==> config.mk <==
export PLATFORM = sky130hd
export DESIGN_NAME = qs_fifo
export DESIGN_NICKNAME = d
export VERILOG_FILES = /design/src/sv/qslerp_pkg.sv /design/src/sv/qs_fifo.sv
export SDC_FILE = /design/constraint.sdc
export NUM_CORES = 1
export LEC_CHECK = 0
export ABC_CLOCK_PERIOD_IN_PS = 10950
export BUFFER_PORTS_ARGS = -buffer_cell sky130_fd_sc_hd__buf_2
export CAP_MARGIN = 20
export CORE_MARGIN = 2
export CORE_UTILIZATION = 60
export CTS_CLUSTER_DIAMETER = 100
export DETAILED_ROUTE_END_ITERATION = 8
export PLACE_DENSITY = 0.83
export SLEW_MARGIN = 5
export SYNTH_ARGS = -nofsm -noshare
export SYNTH_HDL_FRONTEND = slang
export SYNTH_SLANG_ARGS = --single-unit
==> constraint.sdc <==
create_clock -name clk_i -period 10.95 [get_ports clk_i]
set_clock_uncertainty 0.15 [all_clocks]
set_input_delay 2.19 -clock clk_i [delete_from_list [all_inputs] [get_ports clk_i]]
set_output_delay 2.19 -clock clk_i [all_outputs]
set_load 0.05 [all_outputs]
==> src/sv/qslerp_pkg.sv <==
// Shared types, widths and constants of the quaternion slerp block.
// Holds the arctangent table used by both CORDIC engines in the back end.
// No dependencies.
package qslerp_pkg;

  // Component and blend formats
  localparam int CMP_W       = 16;                 // Q2.14 component
  localparam int FRAC        = 14;                 // component fraction bits
  localparam int DOT_FRAC    = 2 * FRAC;           // dot product fraction bits
  localparam int T_W         = 17;                 // Q1.16 blend time, 0..1
  localparam int NEG_W       = CMP_W + 1;          // negated component, no wrap
  localparam int D30_W       = 31;                 // Q1.30 dot, at most one
  localparam int TRIG_ITER   = 16;                 // CORDIC iterations
  localparam int QDEPTH      = 4;                  // front to back queue depth
  localparam logic [T_W-1:0] T_ONE      = T_W'(65536);
  localparam logic [T_W-1:0] THR_RESET  = T_W'(3277);
  localparam logic [31:0]    INV_GAIN   = 32'h26DD3B6A;

  // One item as it travels through the back end
  typedef struct packed {
    logic                          lin;   // lerp chosen by the dot compare
    logic [T_W-1:0]                t;     // saturated blend time
    logic [3:0][CMP_W-1:0]         b;     // second quaternion
    logic [3:0][NEG_W-1:0]         a;     // first quaternion, short-arc sign applied
  } pay_t;

  // Queue entry written by the front end
  typedef struct packed {
    pay_t              pay;
    logic [D30_W-1:0]  d30;   // |dot| in Q1.30, zero for lerp items
  } entry_t;

  // Arctangent of 2^-i in Q2.30
  function automatic logic [31:0] atan_q30(input int i);
    logic [31:0] r;
    unique case (i)
      0:  r = 32'h3243F6A8;
      1:  r = 32'h1DAC6705;
      2:  r = 32'h0FADBAFC;
      3:  r = 32'h07F56EA6;
      4:  r = 32'h03FEAB76;
      5:  r = 32'h01FFD55B;
      6:  r = 32'h00FFFAAA;
      7:  r = 32'h007FFF55;
      8:  r = 32'h003FFFEA;
      9:  r = 32'h001FFFFD;
      10: r = 32'h000FFFFF;
      11: r = 32'h0007FFFF;
      12: r = 32'h0003FFFF;
      13: r = 32'h0001FFFF;
      14: r = 32'h0000FFFF;
      15: r = 32'h00007FFF;
      16: r = 32'h00003FFF;
      17: r = 32'h00001FFF;
      18: r = 32'h00000FFF;
      19: r = 32'h000007FF;
      20: r = 32'h000003FF;
      21: r = 32'h000001FF;
      22: r = 32'h000000FF;
      23: r = 32'h0000007F;
      24: r = 32'h0000003F;
      25: r = 32'h0000001F;
      26: r = 32'h0000000F;
      27: r = 32'h00000008;
      28: r = 32'h00000004;
      29: r = 32'h00000002;
      30: r = 32'h00000001;
      default: r = 32'h00000000;
    endcase
    return r;
  endfunction

endpackage

==> src/sv/qs_fifo.sv <==
// Short queue between the front and back ends of the slerp block. Register based;
// one write per cycle unless full, one read unless empty. Depends on qslerp_pkg.
module qs_fifo (
  input  logic                  clk_i,
  input  logic                  rst_ni,
  input  logic                  wr_valid_i,
  output logic                  wr_ready_o,
  input  qslerp_pkg::entry_t    wr_data_i,
  output logic                  rd_valid_o,
  input  logic                  rd_pop_i,
  output qslerp_pkg::entry_t    rd_data_o
);

  localparam int D  = qslerp_pkg::QDEPTH;
  localparam int AW = $clog2(D);
  localparam int CW = $clog2(D + 1);

  qslerp_pkg::entry_t  mem_q [D];
  logic [AW-1:0]       wr_ptr_q, rd_ptr_q;
  logic [CW-1:0]       cnt_q;
  logic                push, pop;

  assign wr_ready_o = cnt_q != CW'(D);
  assign rd_valid_o = cnt_q != '0;
  assign rd_data_o  = mem_q[rd_ptr_q];
  assign push       = wr_valid_i && wr_ready_o;
  assign pop        = rd_pop_i && rd_valid_o;

  // Pointers and fill count
  always_ff @(posedge clk_i or negedge rst_ni) begin
    if (!rst_ni) begin
      wr_ptr_q <= '0;
      rd_ptr_q <= '0;
      cnt_q    <= '0;
    end else begin
      if (push) wr_ptr_q <= (wr_ptr_q == AW'(D - 1)) ? '0 : wr_ptr_q + 1'b1;
      if (pop)  rd_ptr_q <= (rd_ptr_q == AW'(D - 1)) ? '0 : rd_ptr_q + 1'b1;
      if (push && !pop)      cnt_q <= cnt_q + 1'b1;
      else if (pop && !push) cnt_q <= cnt_q - 1'b1;
    end
  end

  // Entry storage
  always_ff @(posedge clk_i) begin
    if (push) mem_q[wr_ptr_q] <= wr_data_i;
  end

  a_cnt_bound: assert property (@(posedge clk_i) disable iff (!rst_ni)
    cnt_q <= CW'(D)) else $error("queue count beyond depth");
  a_cnt_up: assert property (@(posedge clk_i) disable iff (!rst_ni)
    (push && !pop) |=> cnt_q == $past(cnt_q) + 1'b1) else $error("queue count missed a push");
  a_ptr_gap: assert property (@(posedge clk_i) disable iff (!rst_ni)
    (cnt_q == '0 || cnt_q == CW'(D)) |-> wr_ptr_q == rd_ptr_q)
    else $error("queue pointers out of step with count");

endmodule

==> out/qor.csv <==
metric,value,unit
I/O pin total,368,
1st-pass router iterations,5,
GP Congestion,0.766,
clk sinks,731,
Worst Path Max Fanout,51,
CTS tree,built,
#FFs+latches synth,731,
vias in the first global route,12900,
Setup TNS,0,ns
CP required,8.61,ns
kind of critical path,flop to primary output,
RSZ-0062 raised after global routing,false,
Layout area overhead,17.2,%
share of cells above drive strength 1,0.463,
Tmin final,5.79,ns
die area,0.0460,mm2
Max Cap Viol,0,
Worst EP arrival,3.45,ns
Initial Util,0.605,
Layout Nets,1584,
Resize count post-CTS,0,
maximum clock frequency,173,MHz
hpwl dp,30.4,mm
Final Cycle Share,0.529,
Worst Hold Class,flop to flop,
DRC Markers,0,
Die W,214,um
Detailed Route Iter0 Violations,1158,
total global-route track usage,0.241,
total length of routed wires,54.9,mm
Power Dens Cells,322,mW/mm2
post-synthesis cell area,0.0266,mm2
height of the die,214,um
wire length of the first global-routing pass,80.7,mm
DR vias/cell,5.94,
core area,0.0439,mm2
Detail Route Antenna Nets,0,
slew of the pin with the lowest slew margin,1.05,ns
Avg Inst Size Synth,27.1,um2
status,completed,
WHS Path Cells,1,
worst-skew pair later-pin latency,0.59,ns
largest net degree at the start of global routing,93,
CP startpoint,rd_ptr_q[0],
min-delay src,cnt_q[2],
WL/cell,26.9,um
Final setup viols,0,
Syn Nets,1174,
Yosys cell types,21,
Final Hold Vio Count,0,
FILL cells,2531,
worst r2r path cells,3,
sequential-to-total area share from yosys stat,0.825,
post-CTS setup buffers,0,
port bufs,367,
Startpoint Class,flop,
CTS HTree Levels,3,
"CTS clk-pin slew, worst paths",0.06,ns
Root Buffer,clkbuf_16,
pre-CTS WS,5.69,ns
Clock Path Buffers,3,
"Slew Viols, Final",0,
reg2reg start,cnt_q[2],
"most common cell after layout, fill and taps aside",edfxtp_1,
Rel. slew slack,0.302,
YS warnings,0,
Max rail drop VDD,282,uV
GR Overflow Total,0,
vias,12100,
CTS Buf Count,70,
antenna violations before repair,14,
Worst Setup End Kind,primary output,
most frequent cells in the layout,"724 x edfxtp_1, 367 x buf_2, 181 x mux4_2",
Final WS setup,5.16,ns
leak pwr,10.5,nW
cts hold-fix bufs,0,
# rows,77,
cell count after synthesis,982,
==> report_power, final <==
part | total (mW) | internal (mW) | switching, mW
sequential | 3.94 | 3.70 | 0.240
combinational | 3.78 | 1.08 | 2.70
clock | 2.29 | 1.31 | 0.974
==> through the flow <==
| stage | instance area (um2) | power [mW] | cells | hold WS [ns] | utilization |
|---|---|---|---|---|---|
| after floorplan | 26600 | 6.93 | 982 | 0.297 | - |
| after global placement | 29000 | 7.69 | 1912 | 0.312 | 0.659 |
| after detailed placement | 29000 | 7.76 | 1912 | 0.335 | 0.659 |
| after CTS | 31100 | 10.1 | 2032 | 0.384 | 0.708 |
| after global routing | 31100 | 10.3 | 2039 | 0.409 | 0.709 |
| final | 31100 | 10.0 | 2044 | 0.388 | 0.709 |
==> Yosys cell counts <==
library cell,count,share of area
buf_1,14,0.0020
and3_2,4,0.0011
ha_1,6,0.0028
mux2_2,3,0.0013
edfxtp_1,724,0.82
mux2_4,2,0.0011
buf_2,6,0.0011
clkbuf_1,1,0.00014
inv_1,3,0.00042
and2_4,1,0.00033
or3b_4,1,0.00042
xor2_1,2,0.00066
dfrtp_1,7,0.0066
xnor2_1,1,0.00033
fa_1,1,0.00075
nand2_1,1,0.00014
buf_4,1,0.00028
mux4_2,181,0.15
nor2_1,3,0.00042
buf_6,19,0.0081
or3_2,1,0.00028
==> critical path, stage by stage, from the launching register on <==
cell and delay, ns:
dfrtp_4 0.98, buf_4 0.88, mux4_2 0.65, buf_2 0.24
==> cell families after synthesis <==
group,Yosys count,synth area share
fa+ha+maj,7,0.00358
xor+xnor,3,0.000989
simple gates,11,0.00273
flops,731,0.825
mux,186,0.156
buf+inv,44,0.0120
==> flip-flops by register name, summed over array words and instances (netlist names) <==
register	cells
rd_ptr_q	2
cnt_q	3
wr_ptr_q	2
mem_q	724
==> final timing paths <==
| kind | end | slack, ns |
|---|---|---|
| worst min-delay path | cnt_q[2] | 0.39 |
| max in group asynchronous | rd_ptr_q[1] | 9.21 |
| worst min register to register | cnt_q[2] | 0.39 |
| worst max-delay path | rd_data_o[78] | 5.16 |
| worst max register to register | mem_q[3][57] | 7.88 |
| min in group asynchronous | wr_ptr_q[1] | 1.27 |
==> area by class of cell <==
| class | count | area (um2) | area share |
|---|---|---|---|
| flip-flops and latches | 731 | 21900 | 0.704 |
| multi-input cells | 207 | 4350 | 0.140 |
| repair buffers | 379 | 1940 | 0.0623 |
| clock buffers | 88 | 1880 | 0.0605 |
| well taps | 592 | 741 | 0.0238 |
| clock inverters | 32 | 273 | 0.00876 |
| diodes | 12 | 30.0 | 0.000964 |
| inverters | 3 | 11.3 | 0.000362 |
==> layer usage <==
metal,vias up,routed length (um),global-route usage
met3,100,4790,0.0756
met2,571,28700,0.401
met5,-,36,0
li1,5105,-,-
met1,6350,19900,0.304
met4,6,1480,0.0875
Note: power is estimated with default switching activity, not from simulation.
