`src/sv/qslerp_pkg.sv`:
```
// Shared types, widths and constants of the quaternion slerp block.
// Holds the arctangent table used by both CORDIC engines in the back end.
// No dependencies.
package qslerp_pkg;

  // Component and blend formats
  localparam int CMP_W       = 16;                 // Q2.14 component
  localparam int FRAC        = 14;                 // component fraction bits
  localparam int DOT_FRAC    = 2 * FRAC;           // dot product fraction bits
  localparam int T_W         = 17;                 // Q1.16 blend time, 0..1
  localparam int NEG_W       = CMP_W + 1;          // negated component, no wrap
  localparam int D30_W       = 31;                 // Q1.30 dot, at most one
  localparam int TRIG_ITER   = 16;                 // CORDIC iterations
  localparam int QDEPTH      = 4;                  // front to back queue depth
  localparam logic [T_W-1:0] T_ONE      = T_W'(65536);
  localparam logic [T_W-1:0] THR_RESET  = T_W'(3277);
  localparam logic [31:0]    INV_GAIN   = 32'h26DD3B6A;

  // One item as it travels through the back end
  typedef struct packed {
    logic                          lin;   // lerp chosen by the dot compare
    logic [T_W-1:0]                t;     // saturated blend time
    logic [3:0][CMP_W-1:0]         b;     // second quaternion
    logic [3:0][NEG_W-1:0]         a;     // first quaternion, short-arc sign applied
  } pay_t;

  // Queue entry written by the front end
  typedef struct packed {
    pay_t              pay;
    logic [D30_W-1:0]  d30;   // |dot| in Q1.30, zero for lerp items
  } entry_t;

  // Arctangent of 2^-i in Q2.30
  function automatic logic [31:0] atan_q30(input int i);
    logic [31:0] r;
    unique case (i)
      0:  r = 32'h3243F6A8;
      1:  r = 32'h1DAC6705;
      2:  r = 32'h0FADBAFC;
      3:  r = 32'h07F56EA6;
      4:  r = 32'h03FEAB76;
      5:  r = 32'h01FFD55B;
      6:  r = 32'h00FFFAAA;
      7:  r = 32'h007FFF55;
      8:  r = 32'h003FFFEA;
      9:  r = 32'h001FFFFD;
      10: r = 32'h000FFFFF;
      11: r = 32'h0007FFFF;
      12: r = 32'h0003FFFF;
      13: r = 32'h0001FFFF;
      14: r = 32'h0000FFFF;
      15: r = 32'h00007FFF;
      16: r = 32'h00003FFF;
      17: r = 32'h00001FFF;
      18: r = 32'h00000FFF;
      19: r = 32'h000007FF;
      20: r = 32'h000003FF;
      21: r = 32'h000001FF;
      22: r = 32'h000000FF;
      23: r = 32'h0000007F;
      24: r = 32'h0000003F;
      25: r = 32'h0000001F;
      26: r = 32'h0000000F;
      27: r = 32'h00000008;
      28: r = 32'h00000004;
      29: r = 32'h00000002;
      30: r = 32'h00000001;
      default: r = 32'h00000000;
    endcase
    return r;
  endfunction

endpackage

```
`src/sv/qs_front.sv`:
```
// Front end: accepts input beats, forms the dot product and picks slerp or lerp.
// Holds the threshold register. Depends on qslerp_pkg.
module qs_front (
  input  logic                      clk_i,
  input  logic                      rst_ni,
  input  logic                      cfg_wr_en_i,
  input  logic [16:0]               cfg_wr_data_i,
  input  logic                      in_valid_i,
  output logic                      in_ready_o,
  input  logic [151:0]              in_data_i,
  output logic                      enq_valid_o,
  input  logic                      enq_ready_i,
  output qslerp_pkg::entry_t        enq_data_o
);

  localparam int CW    = qslerp_pkg::CMP_W;
  localparam int PW    = 2 * CW;
  localparam int DW    = PW + 2;
  localparam int LW    = DW + 1;
  localparam int TW    = qslerp_pkg::T_W;

  logic [TW-1:0]              thr_q;
  logic                       f1_v_q, f2_v_q;
  logic                       f1_adv, f2_move;
  logic signed [PW-1:0]       prod_q [4];
  logic [3:0][CW-1:0]         a_q, b_q;
  logic [TW-1:0]              t_q;
  logic [TW-1:0]              t_in;
  qslerp_pkg::entry_t         ent_d, ent_q;
  logic signed [DW-1:0]       dot;
  logic                       dot_neg;
  logic [DW-2:0]              dot_abs;
  logic signed [LW-1:0]       limit;
  logic                       slerp_ok;

  // Threshold register
  always_ff @(posedge clk_i or negedge rst_ni) begin
    if (!rst_ni) begin
      thr_q <= qslerp_pkg::THR_RESET;
    end else if (cfg_wr_en_i) begin
      thr_q <= cfg_wr_data_i;
    end
  end

  // Handshake between the two front stages and the queue
  assign f2_move     = f2_v_q && enq_ready_i;
  assign f1_adv      = !f2_v_q || f2_move;
  assign in_ready_o  = !f1_v_q || f1_adv;
  assign enq_valid_o = f2_v_q;
  assign enq_data_o  = ent_q;

  // Saturate blend time at one
  assign t_in = (in_data_i[8*CW +: TW] > qslerp_pkg::T_ONE) ? qslerp_pkg::T_ONE
                                                           : in_data_i[8*CW +: TW];

  always_ff @(posedge clk_i or negedge rst_ni) begin
    if (!rst_ni) begin
      f1_v_q <= 1'b0;
      f2_v_q <= 1'b0;
    end else begin
      if (in_ready_o) f1_v_q <= in_valid_i;
      if (f1_adv)     f2_v_q <= f1_v_q;
    end
  end

  // Stage one: component products
  always_ff @(posedge clk_i) begin
    if (in_ready_o && in_valid_i) begin
      for (int k = 0; k < 4; k++) begin
        a_q[k]    <= in_data_i[k*CW +: CW];
        b_q[k]    <= in_data_i[(4+k)*CW +: CW];
        prod_q[k] <= $signed(in_data_i[k*CW +: CW]) * $signed(in_data_i[(4+k)*CW +: CW]);
      end
      t_q <= t_in;
    end
  end

  // Stage two: sum, short-arc flip and closeness compare
  always_comb begin
    dot      = DW'(prod_q[0]) + DW'(prod_q[1]) + DW'(prod_q[2]) + DW'(prod_q[3]);
    dot_neg  = dot[DW-1];
    dot_abs  = dot_neg ? (DW-1)'(-dot) : (DW-1)'(dot);
    limit    = (LW'(1) << qslerp_pkg::DOT_FRAC)
             - (LW'(thr_q) << (qslerp_pkg::DOT_FRAC - 16));
    slerp_ok = $signed({2'b00, dot_abs}) <= limit;
    for (int k = 0; k < 4; k++) begin
      ent_d.pay.a[k] = dot_neg ? -{a_q[k][CW-1], a_q[k]} : {a_q[k][CW-1], a_q[k]};
      ent_d.pay.b[k] = b_q[k];
    end
    ent_d.pay.t   = t_q;
    ent_d.pay.lin = !slerp_ok;
    ent_d.d30     = slerp_ok
                  ? qslerp_pkg::D30_W'(dot_abs << (30 - qslerp_pkg::DOT_FRAC))
                  : '0;
  end

  always_ff @(posedge clk_i) begin
    if (f1_adv && f1_v_q) begin
      ent_q <= ent_d;
    end
  end

endmodule

```
`config.mk`:
```
export PLATFORM = sky130hd
export DESIGN_NAME = qs_front
export DESIGN_NICKNAME = d
export VERILOG_FILES = /design/src/sv/qslerp_pkg.sv /design/src/sv/qs_front.sv
export SDC_FILE = /design/constraint.sdc
export NUM_CORES = 2
export LEC_CHECK = 0
export BUFFER_PORTS_ARGS = -buffer_cell sky130_fd_sc_hd__buf_2
export CAP_MARGIN = 0
export CORE_MARGIN = 4
export CORE_UTILIZATION = 25
export CTS_CLUSTER_DIAMETER = 60
export DETAILED_ROUTE_END_ITERATION = 6
export GPL_ROUTABILITY_DRIVEN = 0
export PLACE_DENSITY = 0.5
export REMOVE_ABC_BUFFERS = 1
export SYNTH_ARGS = -nofsm -noshare
export SYNTH_HDL_FRONTEND = slang
export SYNTH_SLANG_ARGS = --single-unit
```
`constraint.sdc`:
```
create_clock -name clk_i -period 10.16 [get_ports clk_i]
set_clock_uncertainty 0.05 [all_clocks]
set_input_delay 1.016 -clock clk_i [delete_from_list [all_inputs] [get_ports clk_i]]
set_output_delay 1.016 -clock clk_i [all_outputs]
set_load 0.01 [all_outputs]
```
==> flow_summary.ini <==
[job]
drv_cap = 0

[clock_tree]
numCtsBuffers = 74
cts-resized-gates = 0
h-tree-depth = 3
cts_buffer_depth = 3
cts_hold_buf = 0
cts_setup_buffers = 0
cts_sinks = 471
path_clk_slew_ns = 0.06
cts_root_buf = clkbuf_16
insertion_delay_ns = 0.74
tritoncts = built

[sta]
rsz0062_at_grt = no
setup_viol = 0
period_needed_ns = 8.12
period_share_pct = 80.0
tightest_slew_ns = 1.41
finalHoldViolations = 0
final.setup.tns_ns = 0
fmax_mhz = 123
slew_headroom_pct = 6.19
finalMaxSlewViolations = 0
setup_ws_ns = 2.04

[drt]
drcViolationCount = 0
drtIter0Drc = 2125
final_antenna_net_count = 0
via_per_inst = 4.36
num_vias = 40261
routed_wl_mm = 160
avgRoutedWirePerCell_um = 17.3
drtPass1Iterations = 7

[floorplan]
io_pins = 357
core_area_sq_mm = 0.239
start_util_pct = 25.2
die_h_um = 498
die-width_um = 498
row_count = 179
die_area_sq_mm = 0.248

[setup_path]
reg2reg_to = enq_data_o[180]
worst_ep_required_time_ns = 10.50
critPathMaxFanout = 36
worst-r2r-setup-slack_ns = 2.04
r2r_cells = 27
end_kind = flip-flop
crit_path_end = enq_data_o[180]
arrival_ns = 8.46
crit_start = prod_q[0][1]
r2r-start = prod_q[0][1]
start_kind = flip-flop
path_class = reg -> reg

[global_routing]
grt_pass1_wl_mm = 255
grt_pass1_vias = 44043
grt_use_total_pct = 13.1
grt_overflow = 0
grt_max_degree = 170
antenna_found_initial = 27

[synthesis]
yosys-top-cells-area = fa_1 37%, edfxtp_1 23%, inv_1 8.1%
seq_area_frac_synth_pct = 23.4
synth_top_area_cell = fa_1
synth_top_cell_area_share_pct = 37.1
yosysUniqueCellTypes = 93
synth_top_family_by_area = adder cells
ys_warn_count = 0
synth_compound_area_share_pct = 4.98
synth_area_per_cell_sq_um = 10.5
synth_area_sq_mm = 0.0601
synthSimpleGateAreaFrac_pct = 13.1
postSynth.asyncResetShare_pct = 4.03
synth-edff-count = 452
synthAdderAreaFrac_pct = 45.1
synth_seq_cells = 471
synth_xor_area_share_pct = 3.83
synth_cells = 5736
muxShareOfSynthArea_pct = 0.370
ys.flop_type = edfxtp_1

[final_layout]
final_nets = 7677
instances_no_fill = 9243
layout-drive-gt1-share_pct = 9.32
finish.utilization_pct = 28.4
syn_to_final_growth_pct = 12.7

[place]
port_buffers = 347
dp.cells = 9094
dp_slack_ns = 1.90
dp_hpwl_mm = 129

[status]
status = complete, no violations

[worst_hold_path]
hold_path.class = in -> async
synthesized netlist by cell type (7+ instances only):
cell,n
a211o_1,9
a211oi_1,13
a21o_1,48
a21oi_1,128
a31oi_1,14
and2_1,417
and3_1,19
buf_2,7
clkbuf_1,148
dfrtp_1,12
dfstp_2,7
edfxtp_1,452
fa_1,1113
ha_1,387
inv_1,1303
mux2_2,18
nand2_1,665
nand2b_1,84
nand3_1,29
nand4_1,20
nor2_1,123
nor2_2,17
nor2b_1,34
nor2b_2,8
nor3_1,53
nor4_1,20
o211ai_1,11
o21a_1,18
o21ai_0,93
o21bai_1,26
o31ai_1,19
o41ai_1,10
or2_2,10
or3_1,18
or4_1,7
xnor2_1,194
xor2_1,69
flip-flops by register name, indices dropped and copies added (netlist names):
signal / count
t_q: 17
thr_q: 17
a_q: 64
b_q: 64
prod_q: 128
f1_v_q: 1
enq_valid_o: 1
enq_data_o: 179
final cells by class:
| class | count | area, sq um |
|---|---|---|
| diodes | 15 | 37.5 |
| clock buffers | 82 | 1880 |
| clock inverters | 52 | 588 |
| fillers | 24993 | 171000 |
| inverters | 1303 | 4890 |
| multi-input cells | 3797 | 40500 |
| flip-flops and latches | 471 | 14100 |
| well taps | 3167 | 3960 |
| repair buffers | 356 | 1820 |
critical path, stage by stage (launching register included):
cell       delay, ns
edfxtp_1        0.32
inv_1           0.05
fa_1            0.53
inv_1           0.05
fa_1            0.43
ha_1            0.23
fa_1            0.53
a211o_1         0.35
a21o_1          0.21
a21o_1          0.26
a21o_1          0.21
o311ai_4        0.37
a211oi_2        0.18
nor3_4          0.33
or2_4           0.54
buf_4           0.54
o21ai_0         0.23
xnor2_1         0.22
ha_1            0.32
nand4_1         0.10
nor2_1          0.16
nand4_1         0.23
nor4_1          0.22
mux2_2          0.19
a211oi_1        0.05
a2111oi_2       0.50
o21ai_4         0.06
buf_4           0.30
metal layers:
metal  global-route usage (%)  part of all wire [%]  up-vias
met5                        0                0.0075        -
met4                     4.17                   2.8        2
met3                     2.06                   5.1      184
met2                     21.4                    47      916
met1                     17.9                    45    20947
li1                         -                     -    18212
per-stage QoR:
step	hold slack, ns	cell area (sq um)
floorplan	0.350	59500
global placement	0.351	65300
detailed placement	0.355	65300
CTS	0.0763	67700
global route	0.135	67800
finish	0.159	67800
cell usage in the layout (no fill, tap or decap), types with 13 or more instances in the layout:
cell type  instances
and2_1           415
inv_6             13
o21bai_1          26
nand2_1          665
a211oi_1          13
o31ai_1           19
and3_1            19
nand4_1           20
o21ai_0           93
a21o_1            48
xor2_1            69
nor3_1            53
nor2_2            17
nor2_1           122
clkbuf_16         74
fa_1            1113
nand2b_1          84
edfxtp_1         452
nand3_1           29
ha_1             387
a31oi_1           14
diode_2           15
inv_1           1303
or3_1             18
nor4_1            20
mux2_2            18
o21a_1            18
buf_2            347
nor2b_1           34
xnor2_1          194
a21oi_1          128
cell families after synthesis:
| kind of cell | Yosys count |
|---|---|
| AO/OA/AOI/OAI | 453 |
| other | 1 |
| adder cells (fa/ha/maj) | 1500 |
| flip-flops | 471 |
| multiplexers | 20 |
| AND/OR/NAND/NOR | 1559 |
| XOR/XNOR | 263 |
| buffers and inverters | 1469 |
worst min-delay path by stage:
stage,from,endpoint,slack [ns],cells after the start
finish,rst_ni,thr_q[16],0.16,1
CTS,rst_ni,thr_q[8],0.08,1
detailed placement,b_q[1],enq_data_o[100],0.35,0
global route,rst_ni,thr_q[16],0.14,1
global placement,b_q[63],enq_data_o[162],0.35,0
floorplan,b_q[1],enq_data_o[100],0.35,0
Power is left out: the tool's default activity adds up to more than one toggle a clock period on the data nets, which glitch-free logic cannot reach.
